$ cat config.mk
export PLATFORM = sky130hd
export DESIGN_NAME = sha1_block_hash
export DESIGN_NICKNAME = d
export VERILOG_FILES = /design/src/rtl/sha1bh_pkg.sv /design/src/rtl/sha1bh_ctrl.sv /design/src/rtl/sha1bh_dpath.sv /design/src/rtl/sha1_block_hash.sv
export SDC_FILE = /design/constraint.sdc
export NUM_CORES = 2
export LEC_CHECK = 0
export ABC_AREA = 1
export BUFFER_PORTS_ARGS = -buffer_cell sky130_fd_sc_hd__buf_2
export CAP_MARGIN = 20
export CORE_UTILIZATION = 40
export CTS_BUF_LIST = sky130_fd_sc_hd__clkbuf_16
export DETAILED_ROUTE_END_ITERATION = 10
export GPL_TIMING_DRIVEN = 0
export PLACE_DENSITY = 0.66
export SYNTH_ARGS = -nofsm -noshare
export SYNTH_HDL_FRONTEND = slang
export SYNTH_HIERARCHICAL = 1
export SYNTH_SLANG_ARGS = --single-unit
$ cat constraint.sdc
create_clock -name aclk -period 41.7 [get_ports aclk]
set_clock_uncertainty 0.15 [all_clocks]
set_input_delay 6.255 -clock aclk [delete_from_list [all_inputs] [get_ports aclk]]
set_output_delay 6.255 -clock aclk [all_outputs]
set_load 0.02 [all_outputs]
$ cat src/rtl/sha1bh_pkg.sv
`default_nettype none

package sha1bh_pkg;

    localparam int WORD_W      = 32;
    localparam int CHAIN_WORDS = 5;
    localparam int BLOCK_WORDS = 16;
    localparam int ROUNDS      = 80;
    localparam int GROUP_LEN   = 20;
    localparam int COUNT_W     = $clog2(BLOCK_WORDS);
    localparam int ROUND_W     = $clog2(ROUNDS);
    localparam int INDEX_W     = 3;

    typedef logic [WORD_W-1:0] word_t;

    localparam word_t INIT_CHAIN [CHAIN_WORDS] = '{
        32'h67452301, 32'hEFCDAB89, 32'h98BADCFE, 32'h10325476, 32'hC3D2E1F0
    };

    localparam word_t K_GROUP0 = 32'h5A827999;
    localparam word_t K_GROUP1 = 32'h6ED9EBA1;
    localparam word_t K_GROUP2 = 32'h8F1BBCDC;
    localparam word_t K_GROUP3 = 32'hCA62C1D6;

    typedef enum logic [1:0] {
        GRP_CHOOSE  = 2'd0,
        GRP_PARITY  = 2'd1,
        GRP_MAJORITY = 2'd2,
        GRP_PARITY_LATE = 2'd3
    } round_group_t;

    typedef struct packed {
        logic [31:0] message_word;
        logic        start_of_message;
        logic        end_of_message;
    } sha1bh_in_t;

    typedef struct packed {
        logic [31:0] digest_word;
        logic [2:0]  digest_index;
        logic        last_word;
    } sha1bh_out_t;

    // controller -> datapath
    typedef struct packed {
        logic         shift_in;     // accepted beat: push word into schedule
        logic         load_init;    // reload initial chain
        logic         init_work;    // copy chain into working vars
        logic         round_en;     // run one round
        logic         expand;       // schedule word comes from expansion
        round_group_t group;
        logic         chain_add;    // fold working vars into chain
        logic         load_digest;  // copy chain into output buffer
    } sha1bh_cmd_t;

    // datapath -> controller
    typedef struct packed {
        logic out_busy;
    } sha1bh_sts_t;

    function automatic word_t round_f(round_group_t g, word_t b, word_t c, word_t d);
        word_t r;
        case (g)
            GRP_CHOOSE:   r = d ^ (b & (c ^ d));
            GRP_MAJORITY: r = (b & c) | ((b | c) & d);
            default:      r = b ^ c ^ d;
        endcase
        return r;
    endfunction

    function automatic word_t round_k(round_group_t g);
        word_t r;
        case (g)
            GRP_CHOOSE:   r = K_GROUP0;
            GRP_PARITY:   r = K_GROUP1;
            GRP_MAJORITY: r = K_GROUP2;
            default:      r = K_GROUP3;
        endcase
        return r;
    endfunction

endpackage

`default_nettype wire

$ cat src/rtl/sha1bh_ctrl.sv
`default_nettype none

module sha1bh_ctrl
    import sha1bh_pkg::*;
(
    input  wire logic        aclk,
    input  wire logic        aresetn,
    input  wire logic        s_valid,
    output logic             s_ready,
    input  wire logic        start_of_message,
    input  wire logic        end_of_message,
    input  wire sha1bh_sts_t sts,
    output sha1bh_cmd_t      cmd
);

    typedef enum logic [3:0] {
        S_LOAD  = 4'b0001,
        S_ROUND = 4'b0010,
        S_FINAL = 4'b0100,
        S_EMIT  = 4'b1000
    } state_t;

    state_t               state_reg, state_next;
    logic [COUNT_W-1:0]   count_reg, count_next;
    logic [ROUND_W-1:0]   round_reg, round_next;
    logic                 end_reg, end_next;
    logic [COUNT_W-1:0]   count_eff;
    logic                 accept;
    logic                 block_done;

    assign s_ready    = (state_reg == S_LOAD);
    assign accept     = s_valid && s_ready;
    assign count_eff  = start_of_message ? '0 : count_reg;
    assign block_done = accept && (count_eff == COUNT_W'(BLOCK_WORDS - 1));

    always_comb begin
        state_next = state_reg;
        count_next = count_reg;
        round_next = round_reg;
        end_next   = end_reg;

        cmd             = '0;
        cmd.shift_in    = accept;
        cmd.load_init   = accept && start_of_message;
        cmd.init_work   = block_done;
        cmd.expand      = (round_reg >= ROUND_W'(BLOCK_WORDS));
        if (round_reg < ROUND_W'(GROUP_LEN)) begin
            cmd.group = GRP_CHOOSE;
        end else if (round_reg < ROUND_W'(2 * GROUP_LEN)) begin
            cmd.group = GRP_PARITY;
        end else if (round_reg < ROUND_W'(3 * GROUP_LEN)) begin
            cmd.group = GRP_MAJORITY;
        end else begin
            cmd.group = GRP_PARITY_LATE;
        end

        case (state_reg)
            S_LOAD: begin
                if (accept) begin
                    count_next = count_eff + COUNT_W'(1);
                end
                if (block_done) begin
                    end_next   = end_of_message;
                    round_next = '0;
                    state_next = S_ROUND;
                end
            end
            S_ROUND: begin
                cmd.round_en = 1'b1;
                round_next   = round_reg + ROUND_W'(1);
                if (round_reg == ROUND_W'(ROUNDS - 1)) begin
                    state_next = S_FINAL;
                end
            end
            S_FINAL: begin
                cmd.chain_add = 1'b1;
                state_next    = end_reg ? S_EMIT : S_LOAD;
            end
            S_EMIT: begin
                // wait for the previous digest to drain
                if (!sts.out_busy) begin
                    cmd.load_digest = 1'b1;
                    state_next      = S_LOAD;
                end
            end
            default: begin
                state_next = S_LOAD;
            end
        endcase
    end

    always_ff @(posedge aclk) begin
        if (!aresetn) begin
            state_reg <= S_LOAD;
            count_reg <= '0;
            round_reg <= '0;
            end_reg   <= 1'b0;
        end else begin
            state_reg <= state_next;
            count_reg <= count_next;
            round_reg <= round_next;
            end_reg   <= end_next;
        end
    end

`ifndef SYNTHESIS
    a_round_range: assert property (@(posedge aclk) disable iff (!aresetn)
        (state_reg == S_ROUND) |-> (round_reg < ROUND_W'(ROUNDS)))
        else $error("round counter out of range");

    a_block_starts_rounds: assert property (@(posedge aclk) disable iff (!aresetn)
        cmd.init_work |=> (state_reg == S_ROUND) && (round_reg == '0))
        else $error("block end did not start compression");

    a_single_add: assert property (@(posedge aclk) disable iff (!aresetn)
        cmd.chain_add |=> !cmd.chain_add && !cmd.round_en)
        else $error("chain add repeated");

    a_digest_free: assert property (@(posedge aclk) disable iff (!aresetn)
        cmd.load_digest |-> !sts.out_busy && end_reg)
        else $error("digest load while buffer busy");
`endif

endmodule

`default_nettype wire

$ cat src/rtl/sha1bh_dpath.sv
`default_nettype none

module sha1bh_dpath
    import sha1bh_pkg::*;
(
    input  wire logic        aclk,
    input  wire logic        aresetn,
    input  wire sha1bh_cmd_t cmd,
    output sha1bh_sts_t      sts,
    input  wire word_t       message_word,
    output logic             m_valid,
    input  wire logic        m_ready,
    output sha1bh_out_t      m_data
);

    localparam logic [INDEX_W-1:0] LAST_INDEX = INDEX_W'(CHAIN_WORDS - 1);

    word_t               win_reg   [BLOCK_WORDS];
    word_t               chain_reg [CHAIN_WORDS];
    word_t               work_reg  [CHAIN_WORDS];
    word_t               dig_reg   [CHAIN_WORDS];
    logic                out_valid_reg;
    logic [INDEX_W-1:0]  out_idx_reg;

    word_t w_mix;
    word_t w_exp;
    word_t w_t;
    word_t w_push;
    word_t temp;
    logic  out_beat;

    // window holds the last sixteen schedule words, oldest at index 0
    assign w_mix  = win_reg[13] ^ win_reg[8] ^ win_reg[2] ^ win_reg[0];
    assign w_exp  = {w_mix[WORD_W-2:0], w_mix[WORD_W-1]};
    assign w_t    = cmd.expand ? w_exp : win_reg[0];
    assign w_push = cmd.shift_in ? message_word : w_t;

    assign temp = {work_reg[0][WORD_W-6:0], work_reg[0][WORD_W-1:WORD_W-5]}
                + round_f(cmd.group, work_reg[1], work_reg[2], work_reg[3])
                + work_reg[4] + round_k(cmd.group) + w_t;

    always_ff @(posedge aclk) begin
        if (cmd.shift_in || cmd.round_en) begin
            for (int i = 0; i < BLOCK_WORDS - 1; i++) begin
                win_reg[i] <= win_reg[i+1];
            end
            win_reg[BLOCK_WORDS-1] <= w_push;
        end
    end

    always_ff @(posedge aclk) begin
        if (cmd.init_work) begin
            for (int i = 0; i < CHAIN_WORDS; i++) begin
                work_reg[i] <= chain_reg[i];
            end
        end else if (cmd.round_en) begin
            work_reg[0] <= temp;
            work_reg[1] <= work_reg[0];
            work_reg[2] <= {work_reg[1][1:0], work_reg[1][WORD_W-1:2]};
            work_reg[3] <= work_reg[2];
            work_reg[4] <= work_reg[3];
        end
    end

    always_ff @(posedge aclk) begin
        if (!aresetn || cmd.load_init) begin
            for (int i = 0; i < CHAIN_WORDS; i++) begin
                chain_reg[i] <= INIT_CHAIN[i];
            end
        end else if (cmd.chain_add) begin
            for (int i = 0; i < CHAIN_WORDS; i++) begin
                chain_reg[i] <= chain_reg[i] + work_reg[i];
            end
        end
    end

    // output buffer: shifts one digest word out per beat
    assign out_beat = out_valid_reg && m_ready;

    always_ff @(posedge aclk) begin
        if (cmd.load_digest) begin
            for (int i = 0; i < CHAIN_WORDS; i++) begin
                dig_reg[i] <= chain_reg[i];
            end
        end else if (out_beat) begin
            for (int i = 0; i < CHAIN_WORDS - 1; i++) begin
                dig_reg[i] <= dig_reg[i+1];
            end
        end
    end

    always_ff @(posedge aclk) begin
        if (!aresetn) begin
            out_valid_reg <= 1'b0;
            out_idx_reg   <= '0;
        end else if (cmd.load_digest) begin
            out_valid_reg <= 1'b1;
            out_idx_reg   <= '0;
        end else if (out_beat) begin
            out_idx_reg <= out_idx_reg + INDEX_W'(1);
            if (out_idx_reg == LAST_INDEX) begin
                out_valid_reg <= 1'b0;
            end
        end
    end

    assign m_valid             = out_valid_reg;
    assign m_data.digest_word  = dig_reg[0];
    assign m_data.digest_index = out_idx_reg;
    assign m_data.last_word    = (out_idx_reg == LAST_INDEX);
    assign sts.out_busy        = out_valid_reg;

endmodule

`default_nettype wire

$ cat src/rtl/sha1_block_hash.sv
// Channel  Direction  Handshake          Payload
// s_       in         s_valid / s_ready  sha1bh_in_t  (message word, start, end flags)
// m_       out        m_valid / m_ready  sha1bh_out_t (digest word, index, last flag)
//
// Words are taken one per cycle while s_ready is high; the sixteenth word of a block
// holds off s_ready while the 80 rounds run on the single round unit and the chain
// add follows, and on a block that ends a message also through the digest hand-off,
// which waits for the output buffer to be free.
// A digest drains from its own buffer, so the next message loads while it waits;
// only a second digest stalls until the first is fully taken.
// aresetn is synchronous, active low; it restores the initial chain value.

`default_nettype none

module sha1_block_hash
    import sha1bh_pkg::*;
(
    input  wire logic        aclk,
    input  wire logic        aresetn,
    input  wire logic        s_valid,
    output logic             s_ready,
    input  wire sha1bh_in_t  s_data,
    output logic             m_valid,
    input  wire logic        m_ready,
    output sha1bh_out_t      m_data
);

    sha1bh_cmd_t cmd;
    sha1bh_sts_t sts;

    sha1bh_ctrl u_ctrl (
        .aclk             (aclk),
        .aresetn          (aresetn),
        .s_valid          (s_valid),
        .s_ready          (s_ready),
        .start_of_message (s_data.start_of_message),
        .end_of_message   (s_data.end_of_message),
        .sts              (sts),
        .cmd              (cmd)
    );

    sha1bh_dpath u_dpath (
        .aclk         (aclk),
        .aresetn      (aresetn),
        .cmd          (cmd),
        .sts          (sts),
        .message_word (s_data.message_word),
        .m_valid      (m_valid),
        .m_ready      (m_ready),
        .m_data       (m_data)
    );

endmodule

`default_nettype wire
## Word-level counts from Yosys, hierarchy flattened

Memories as Yosys holds them, arrays and structs flattened.
Index checks and enable logic that the tools add are counted.

| operators by class | value |
|---|---|
| add/sub/neg operators | 12 |
| order comparisons | 4 |
| equality and inequality tests | 12 |
| mux-type cells | 53 |
| bitwise operators | 27 |
| reduce and logical (&&, ||, !) cells | 17 |

Operators with widths:

| cell | number |
|---|---|
| $mux 32 | 16 |
| $add 32x32->32 | 9 |
| $xor 32x32->32 | 7 |
| $and 32x32->32 | 3 |
| $pmux 32 s3 | 1 |
| $or 32x32->32 | 2 |
| $pmux 32 s2 | 1 |
| $mux 1 | 25 |
| $mux 4 | 5 |
| $pmux 4 s4 | 1 |
| $lt 7x6->1 const B | 2 |
| $or 1x1->1 | 14 |
| $pmux 7 s2 | 1 |
| $eq 4x4->1 const B | 2 |
| $reduce_and 2->1 | 4 |
| $add 7x1->7 const B | 1 |
| $eq 7x7->1 const B | 1 |
| $ge 7x5->1 const B | 1 |
| $lt 7x5->1 const B | 1 |
| $mux 7 | 1 |
| $reduce_bool 2->1 | 3 |
| $add 4x1->4 const B | 1 |
| $eq 4x1->1 const B | 1 |
| $eq 4x2->1 const B | 1 |
| 15 further kinds | 21 |

| word-level totals | value |
|---|---|
| register bits | 20 |
| RAM bits | 992 |
| input bits | 38 |
| output and inout bits | 38 |
| memories | 4 |

Memory list:

| memory | words | width | rd ports | clocked after memory_dff | write ports | line | source |
|---|---|---|---|---|---|---|---|
| u_dpath.win_reg | 16 | 32 | 16 | 0 | 16 | sha1bh_dpath.sv:18 | `word_t win_reg [BLOCK_WORDS];` |
| u_dpath.chain_reg | 5 | 32 | 5 | 0 | 5 | sha1bh_dpath.sv:19 | `word_t chain_reg [CHAIN_WORDS];` |
| u_dpath.dig_reg | 5 | 32 | 5 | 0 | 5 | sha1bh_dpath.sv:21 | `word_t dig_reg [CHAIN_WORDS];` |
| u_dpath.work_reg | 5 | 32 | 5 | 0 | 5 | sha1bh_dpath.sv:20 | `word_t work_reg [CHAIN_WORDS];` |

## Longest topological paths before layout

| depth | value |
|---|---|
| depth in word-level cells | 11 |
| mapped depth | 32 |
| gate-level depth less buffers | 30 |

## Hierarchy

Netlist, hierarchy kept.

By module, submodules not included:

| module | instances | cells each | area an instance (sq um) | seq. area each (sq um) |
|---|---|---|---|---|
| sha1bh_dpath | 1 | 4870 | 52414.0 | 29868.6 |
| sha1bh_ctrl | 1 | 154 | 1009.7 | 320.3 |

## Least setup slack after synthesis

No wires, ideal clock.

| path | value |
|---|---|
| kind | input -> register |
| start | input port s_valid |
| end | memory u_dpath/win_reg[0][0] (netlist name), enable pin |
| arrival | 15.296 ns |
| required time | 37.907 ns |
| slack | 22.611 ns |
| stages on the path | 7 |
| cells stage by stage | nand2_4 -> inv_2 -> buf_4 -> clkbuf_1 -> inv_1 -> clkbuf_1 -> nand2_1 |

RTL lines:

| item | line | source |
|---|---|---|
| start, declared | sha1_block_hash.sv:20 | `input wire logic s_valid,` |
| end, declared | sha1bh_dpath.sv:18 |  |

==> flow_summary_export.csv <==
group,metric,value,unit
clock_network,cts.path.max_buffers,3,
clock_network,clk_latency,0.77,ns
cells_and_area,num-fill-cells,12200,
worst_hold_path,holdCritPathClass,"register to register",
synthesis,synthesis.nets,5419,
floorplan,core,132000,µm²
global_route,antenna_found_initial,12,
sta,max_slew_margin,13.1,%
cells_and_area,drive_gt1_share,10.5,%
global_route,grt_usage,24.8,%
critical_path,end_kind,"register",
synthesis,syn-cell-area,53400,µm²
route,drt-initial-drc-count,4661,
synthesis,synth-xor-area-share,2.00,%
synthesis,synth_mux_area_share,2.62,%
route,firstDrtPassIters,6,
global_route,grt_max_degree,76,
synthesis,ys_seq_elements,1012,
critical_path,crit_type,"input pin to register",
sta,worst_pin_slew,1.30,ns
clock_network,hold_buffers,0,
route,routed_wl,170,mm
critical_path,critPathMaxFanout,75,
route,num_vias,38800,
route,drc,0,
synthesis,synthFlopType,"edfxtp_1",
synthesis,yosys-top-cells-area,"edfxtp_1 (56%), nand2_1 (6.9%), ha_1 (6.2%)",
synthesis,synth-compound-area-share,9.35,%
clock_network,numCtsBuffers,105,
synthesis,async_flop_share,0,%
synthesis,synth_top_area_cell,"edfxtp_1",
synthesis,synthSimpleGateAreaFrac,14.2,%
route,via_per_inst,5.48,
worst_hold_path,min_path_cells,0,
floorplan,die_h,367,µm
clock_network,post_cts_buffers,0,
sta,period_share,23.1,%
clock_network,cts-root-buf,"clkbuf_16",
global_route,overflow,0,
synthesis,netlist-cell-type-count,66,
floorplan,std_cell_rows,133,
floorplan,ios,76,
placed_design,gp_congestion,1.01,
synthesis,synth-seq-area-share,56.5,%
global_route,grt_pass1_wl,244,mm
sta,finalSetupViolations,0,
cells_and_area,synthToLayoutAreaGrowth,12.2,%
cells_and_area,final_common_cell,"edfxtp_1",
cells_and_area,largest_reg_flops,512,
cells_and_area,fin_nets,5629,
cells_and_area,multi_input_area,20300,µm²
synthesis,syn-instance-count,5024,
route,routedWlPerCell,24.1,µm
synthesis,synthAdderAreaFrac,9.67,%
clock_network,clk_pin_slew_worst_paths,0.06,ns
synthesis,synth_edf_count,992,
sta,timing.final.crit_period,9.64,ns
route,ant_nets,0,
cells_and_area,most-common-layout-cells,"edfxtp_1 (992), nand2_1 (972), inv_1 (627)",
sta,max_freq,104,MHz
clock_network,clock_sinks,1012,
clock_network,cts_resized,0,
run_status,status,"finished clean",
clock_network,cts_tree,"built",
floorplan,initial_core_util,40.5,%
synthesis,ys_warn_count,6,
sta,rsz0062_at_grt,"false",
critical_path,worstPathRequired,41.94,ns
cells_and_area,regArea,30200,µm²
critical_path,r2r_cells,27,
critical_path,cp-start-kind,"input pin",
global_route,grt_pass1_vias,36400,
floorplan,dieArea,135000,µm²
clock_network,cts_htree_levels,3,
power_and_ir_drop,leakage,24.0,nW
power_and_ir_drop,power_density,37.7,nW/µm²
critical_path,cp.arrival,9.88,ns
placed_design,portBuffers,75,
placed_design,hpwlAfterDp,134,mm
sta,finalHoldViolCount,0,
synthesis,netlist.area_leader.share,55.8,%
sta,setup_tns,0,ns
run,max-cap-violations,0,
floorplan,die_w,367,µm
synthesis,synth_top_family_by_area,"simple AND/OR/NAND/NOR gates",
sta,holdWs,0.234,ns
sta,slew_viol_final,0,
power_and_ir_drop,vdd_drop_max,0.0396,mV
synthesis,syn_area_per_cell,10.6,µm²
-- path summary, 6_finish.rpt --
kind	start	endpoint	slack, ns
setup / recovery	s_valid	u_dpath/win_reg[0][124]	32.06
hold / removal	u_dpath/win_reg[0][177]	u_dpath/win_reg[0][145]	0.23
setup reg to reg	u_ctrl/round_reg[3]	u_dpath/work_reg[0][31]	34.50
hold reg to reg	u_dpath/win_reg[0][177]	u_dpath/win_reg[0][145]	0.23
-- per-stage QoR --
step                total power (W)  utilization (%)  std cells  instance area, µm²  worst slack, ns
CTS                         0.00228             45.4       7072               59900            32.05
detailed placement          0.00135             42.8       6882               56500            31.25
floorplan                   0.00131                -       5024               53400            22.61
global route                0.00233             45.4       7072               59900            31.86
finish                      0.00226             45.4       7074               59900            32.06
global placement            0.00136             42.4       6854               56000            17.17
-- Yosys cell counts, types with 18 or more instances --
master    instances
inv_1           603
xor2_1           19
nand2_2          18
nand3_1         249
a21o_1           28
nand4_1          57
o21ai_1          38
o21bai_1         36
o221ai_1         18
o21a_1           29
mux2_2          117
o21ai_0         276
a31oi_1          28
nand2_1         975
a21oi_1         346
fa_1             93
clkbuf_1         55
buf_4            37
edfxtp_1        992
dfxtp_1          20
nor2_1          355
xnor2_1         103
nor3_1           31
buf_2            29
ha_1            264
-- logic make-up after synthesis --
kind of cell    count (synthesis)
flops                        1012
fa+ha+maj                     357
simple gates                 1781
buf+inv                       751
xor+xnor                      122
compound gates                876
mux                           125
-- per-layer routing --
metal,track usage [%],part of all wire (%)
met4,12.1,5.2
met1,33.0,41
met3,5.44,9.6
met2,38.2,44
met5,0,0.017
-- final cells by class --
class	instances	area share (%)
sequential	1012	50.4
multi-input combinational	3261	33.8
clock buffer	105	4.38
inverter	620	3.90
tap	1755	3.66
timing repair buffer	103	1.47
clock inverter	85	1.27
buffer	131	1.13
antenna	2	0.00835
-- worst max-delay path, stage by stage --
cell and delay (ns):
buf_2 0.18, nand2_4 0.09, inv_2 0.07, buf_4 0.11, clkbuf_1 0.61, inv_1 0.16, clkbuf_1 0.43, nand2_4 0.77
buf_16 0.36, buf_16 0.36, buf_16 0.33
-- power breakdown --
part / internal (W) / switching (W)
combinational: 0.0000545 / 0.000108
sequential: 0.00115 / 0.0000172
clock: 0.000503 / 0.000427
Note: power is estimated with default switching activity, not from simulation.
